--- config.mk ---
export PLATFORM = sky130hd
export DESIGN_NAME = nge_ctrl
export DESIGN_NICKNAME = d
export VERILOG_FILES = /design/src/sv/nge_pkg.sv /design/src/sv/nge_ctrl.sv
export SDC_FILE = /design/constraint.sdc
export NUM_CORES = 1
export LEC_CHECK = 0
export ABC_AREA = 1
export ABC_CLOCK_PERIOD_IN_PS = 2000
export BUFFER_PORTS_ARGS = -buffer_cell sky130_fd_sc_hd__buf_2
export CAP_MARGIN = 25
export CORE_AREA = 8 8 45 47
export CTS_BUF_LIST = sky130_fd_sc_hd__clkbuf_2 sky130_fd_sc_hd__clkbuf_4 sky130_fd_sc_hd__clkbuf_8
export DETAILED_ROUTE_END_ITERATION = 8
export DIE_AREA = 0 0 53 55
export PLACE_DENSITY_LB_ADDON = 0.15
export SYNTH_ARGS = -nofsm -noshare
export SYNTH_HDL_FRONTEND = slang
export SYNTH_SLANG_ARGS = --single-unit
--- constraint.sdc ---
create_clock -name clock -period 2 [get_ports clock]
set_clock_uncertainty 0.1 [all_clocks]
set_input_delay 0.2 -clock clock [delete_from_list [all_inputs] [get_ports clock]]
set_output_delay 0.2 -clock clock [all_outputs]
set_load 0.05 [all_outputs]
--- src/sv/nge_pkg.sv ---
// Shared types and constants for the next greater element block.
package nge_pkg;

   localparam int MAX_LEN_DEF = 64;
   localparam int VALUE_W     = 32;

   typedef enum logic [2:0] {
      ST_IDLE,
      ST_SCAN_RD,
      ST_SCAN_CMP,
      ST_POP_FILL,
      ST_OUT_RD,
      ST_OUT_SEND
   } state_type;

   // controller to datapath
   typedef struct packed {
      logic load;
      logic scan_init;
      logic pop;
      logic fill;
      logic push;
      logic out_init;
      logic out_next;
      logic clear;
   } cmd_type;

   // datapath to controller
   typedef struct packed {
      logic pop_need;
      logic idx_zero;
      logic out_last;
   } status_type;

endpackage

--- src/sv/nge_ctrl.sv ---
// Sequencer for load, stack scan and result drain.
module nge_ctrl
   import nge_pkg::*;
(
   input  logic       clock,
   input  logic       reset,
   input  logic       req_tvalid,
   input  logic       req_tlast,
   output logic       req_tready,
   output logic       rsp_tvalid,
   input  logic       rsp_tready,
   input  status_type status,
   output cmd_type    cmd
);

   state_type state_ff;
   state_type state_in;

   always_ff @(posedge clock) begin
      if (reset) begin
         state_ff <= ST_IDLE;
      end else begin
         state_ff <= state_in;
      end
   end

   always_comb begin
      state_in = state_ff;
      unique case (state_ff)
         ST_IDLE: begin
            if (req_tvalid && req_tlast) state_in = ST_SCAN_RD;
         end
         ST_SCAN_RD: begin
            state_in = ST_SCAN_CMP;
         end
         ST_SCAN_CMP: begin
            if (status.pop_need) state_in = ST_POP_FILL;
            else if (status.idx_zero) state_in = ST_OUT_RD;
         end
         ST_POP_FILL: begin
            state_in = ST_SCAN_CMP;
         end
         ST_OUT_RD: begin
            state_in = ST_OUT_SEND;
         end
         ST_OUT_SEND: begin
            if (rsp_tready && status.out_last) state_in = ST_IDLE;
         end
         default: begin
            state_in = ST_IDLE;
         end
      endcase
   end

   always_comb begin
      cmd        = '0;
      req_tready = 1'b0;
      rsp_tvalid = 1'b0;
      unique case (state_ff)
         ST_IDLE: begin
            req_tready = 1'b1;
            cmd.load   = req_tvalid;
         end
         ST_SCAN_RD: begin
            cmd.scan_init = 1'b1;
         end
         ST_SCAN_CMP: begin
            cmd.pop  = status.pop_need;
            cmd.push = !status.pop_need;
         end
         ST_POP_FILL: begin
            cmd.fill = 1'b1;
         end
         ST_OUT_RD: begin
            cmd.out_init = 1'b1;
         end
         ST_OUT_SEND: begin
            rsp_tvalid   = 1'b1;
            cmd.clear    = rsp_tready && status.out_last;
            cmd.out_next = rsp_tready && !status.out_last;
         end
         default: begin
            cmd = '0;
         end
      endcase
   end

endmodule

Word-level counts from Yosys, hierarchy flattened
Index checks and enable logic that the tools add are counted.
- equal/unequal tests: 8
- mux-type cells: 14
- reductions and logical operators: 8
- operator list (operator ; number):
    3-bit case mux with 5 select lines ; 1
    3-bit 2-to-1 mux ; 4
    1-bit 2-to-1 mux ; 8
    3-bit by 2-bit == test with 1-bit output (second input constant) ; 2
    3-bit == test (second input constant) ; 2
    2-bit inequality test (second input constant) ; 2
    3-bit by 1-bit == test with 1-bit output (second input constant) ; 1
    1-bit logical AND ; 3
    3-bit zero test ; 1
    3-bit inequality test (second input constant) ; 1
    3-bit AND reduction ; 1
    1-bit zero test ; 2
    2-bit 2-to-1 mux ; 1
    2-bit OR reduction ; 1
- register bits after elaboration: 3
- input port bits: 8
- output and inout bits: 10
- logic and storage cells: 31

Depth between registers and ports, before layout
- word-level depth: 3
- depth in mapped cells: 7
- gate-level depth less buffers: 7

Worst setup path before layout
No wires, ideal clock.
- path kind: register to output
- from: reg state_ff[2]
- to: out cmd[0] (netlist name)
- arrival time: 2040 ps
- data required time: 1700 ps
- path slack: -340 ps
- stages on the path, launching flop included: 3
- buffers on the path: 0
- cells stage by stage: dfxtp_1 inv_2 nor4_1
- RTL lines (what ; line ; RTL):
    start, declared ; nge_ctrl.sv:16 ; state_type state_ff;
    start signal, assigned ; nge_ctrl.sv:23 ; state_ff <= state_in;
    end, declared ; nge_ctrl.sv:13 ; output cmd_type cmd

==> results_dict.tcl <==
set metrics [dict create \
    global_route.usage.total_pct 6.28 \
    dominantRegCellSynth "dfxtp_1" \
    worst_ep_arrival_time_ns 1.38 \
    avgSynthCellArea_um2 6.40 \
    p_total_uw 673 \
    gr-total-overflow 0 \
    endpoint_kind "primary output" \
    cap_viol_max_count 0 \
    yosysWarnings 0 \
    postRouteAntennaNets 0 \
    initialDrtViolationCount 3 \
    timing.hold.worst.class "in2reg" \
    asyncSetResetFlopFracSynth_pct 0 \
    syn_area_um2 269 \
    grt_first_pass_wirelength_um 1350 \
    power.share.sequential_pct 17.8 \
    design.die.area_um2 2920 \
    fp.coreArea_um2 1380 \
    run_status "complete, no violations" \
    synth_edf_count 0 \
    fmaxAchievable_mhz 596 \
    max_slew.worst_pin.slew_ns 0.281 \
    areaGrowthSynthToFinish_pct 55.8 \
    gp_congestion 0.779 \
    initial_core_util_pct 19.4 \
    critPathKind "reg2out" \
    yosysUniqueCellTypes 16 \
    vdd.ir_drop.worst_v 0.000581 \
    power_density_nw_per_um2 1610 \
    post_synth_inst_count 42 \
    largest_register_ff_count 3 \
    slew-limit-headroom_pct 81.2 \
    fillCellCount 160 \
    finalSetupTns_ns 0 \
    final_period_minus_worst_setup_slack_ns 1.68 \
    grt_pass1_vias 304 \
    grt_max_degree 8 \
    die_width_um 53 \
    rows 14 \
    final_core_utilization_pct 30.3 \
    clock_network_fraction_of_design_power_pct 17.2 \
    detail_route.wl_per_cell_um 9.84 \
    timing.critical_path.required_ns 1.70 \
    setup.reg_to_reg.worst_slack_ns 0.72 \
    htreeDepth 1 \
    p_sw_uw 396 \
    stdcell_count 79 \
    hold_buffers 0 \
    finalWirelength_um 777 \
    cts.sink_count 3 \
    r2r.worst_path.cells 7 \
    syn-num-nets 50 \
    io_buffers 17 \
    via_per_inst 3.87 \
    cp_max_fo 6 \
    antennaDiodeCount 0 \
    comb_power_share_pct 64.9 \
    numCtsBuffers 3 \
    final-max-slew-violation-count 0 \
    min_delay_path_depth 2 \
    placement.setup.worst_slack_ns 0.553 \
    power.share.switching_pct 58.9 \
    clock_tree.root_cell "clkbuf_4" \
    leakagePower_uw 0.000231 \
    detailedRoute.firstPassIterationCount 4 \
    cp-start-kind "flop" \
    initial_antenna_violation_count 0 \
    detail_route.drc_violations 0 \
    timing.final.ws_setup_ns 0.323 \
    cts_tree "built" \
    dpl.cell_count 75 \
    ctsLongestPathBuffers 2 \
    cts_resized 0 \
    final_net_count 72 \
    setup_viol_count_final 0 \
    rsz0062_at_grt "no" \
    ys_seq_area_share_pct 22.3 \
    vias 306 \
    worst_setup_hold_path_clk_slew_ns 0.04 \
    post-route-period-util_pct 83.8 \
    cts_setup_buffers 0 \
    clock_latency_on_the_worst_skew_pair_ns 0.23 \
    layout-drive-gt1-share_pct 57.1 \
    reg.largest.list "state_ff: 3 flops" \
    hold_violations 0 \
    intPower_uw 277 \
    top_level_ports 18 \
    die_h_um 55 \
    top_register "state_ff" \
    yosys_register_bits 3 \
]
==> worst paths after layout <==
| path | start | to |
|---|---|---|
| max reg2reg | state_ff[1]$_SDFFE_PP0P_ | state_ff[2]$_SDFFE_PP0P_ |
| max | state_ff[1]$_SDFFE_PP0P_ | cmd[3] |
| min | reset | state_ff[1]$_SDFFE_PP0P_ |
| min reg2reg | state_ff[0]$_SDFFE_PP0P_ | state_ff[1]$_SDFFE_PP0P_ |
==> power groups by stage <==
| stage | Sequential (µW) | Combinational (µW) | Clock [µW] |
|---|---|---|---|
| final | 120 | 437 | 116 |
| after global routing | 124 | 482 | 130 |
| after CTS | 119 | 445 | 124 |
| after detailed placement | 121 | 444 | 0 |
| after global placement | 122 | 451 | 0 |
| after floorplan | 114 | 360 | 0 |
==> critical path, cell delays in order (launching register included) <==
cell     delay [ns]
dfxtp_1        0.47
inv_2          0.10
nor2_4         0.13
nand2_1        0.09
nor2_1         0.09
buf_2          0.26
==> stage by stage <==
step	cell area, µm²	hold slack (ns)
5_1_grt	419	0.0433
3_5_place_dp	389	0.287
6_report	419	0.0557
2_1_floorplan	284	0.169
3_3_place_gp	389	0.286
4_1_cts	419	0.0410
==> area by class of cell <==
type                    instances  area (µm²)  area share, %
multi-input cells              31         194           46.3
repair buffers                 17        85.1           20.3
flip-flops and latches          3        60.1           14.3
clock buffers                   4        30.0           7.16
inverters                       8        30.0           7.16
well taps                      16        20.0           4.78
==> kinds of logic (layout without fill, tap and decap cells) <==
family                 after synthesis  after routing  synth area share, %
AND/OR/NAND/NOR                     28             28                 59.1
buffers and inverters                8             29                 11.2
AO/OA/AOI/OAI                        3              3                 7.44
flip-flops                           3              3                 22.3
==> metal layers <==
layer  wire (µm)  share of wire, %  vias to the layer above  GRT usage, %
li1            -                 -                      176             -
met1         339                44                      119          7.29
met2         345                44                       11          8.98
met3          92                12                        0          2.41
met4           0                 0                        0          5.17
met5           0                 0                        -             0
==> Yosys cell counts (2+ instances only) <==
library cell  number  share of area [%]
nand2_1            8                 11
nor2_1             7                9.8
inv_1              5                7.0
nand3_2            4                 15
dfxtp_1            3                 22
inv_2              3                4.2
nor2_2             2                4.7
nor3_1             2                3.7
==> layout by cell type (no fill, tap or decap) <==
| cell type | n |
|---|---|
| buf_2 | 17 |
| a31oi_1 | 1 |
| nand2_2 | 1 |
| nor3_4 | 1 |
| nor2_1 | 6 |
| dfxtp_1 | 3 |
| nand3_2 | 4 |
| inv_1 | 5 |
| nor2_2 | 3 |
| nor4_2 | 1 |
| nand2_1 | 8 |
| nor3_1 | 2 |
| inv_2 | 3 |
| o21ai_2 | 1 |
| nand4_1 | 1 |
| clkbuf_4 | 4 |
| o21ai_0 | 1 |
| nor2_4 | 1 |
Power figures use the tool's default switching activity.
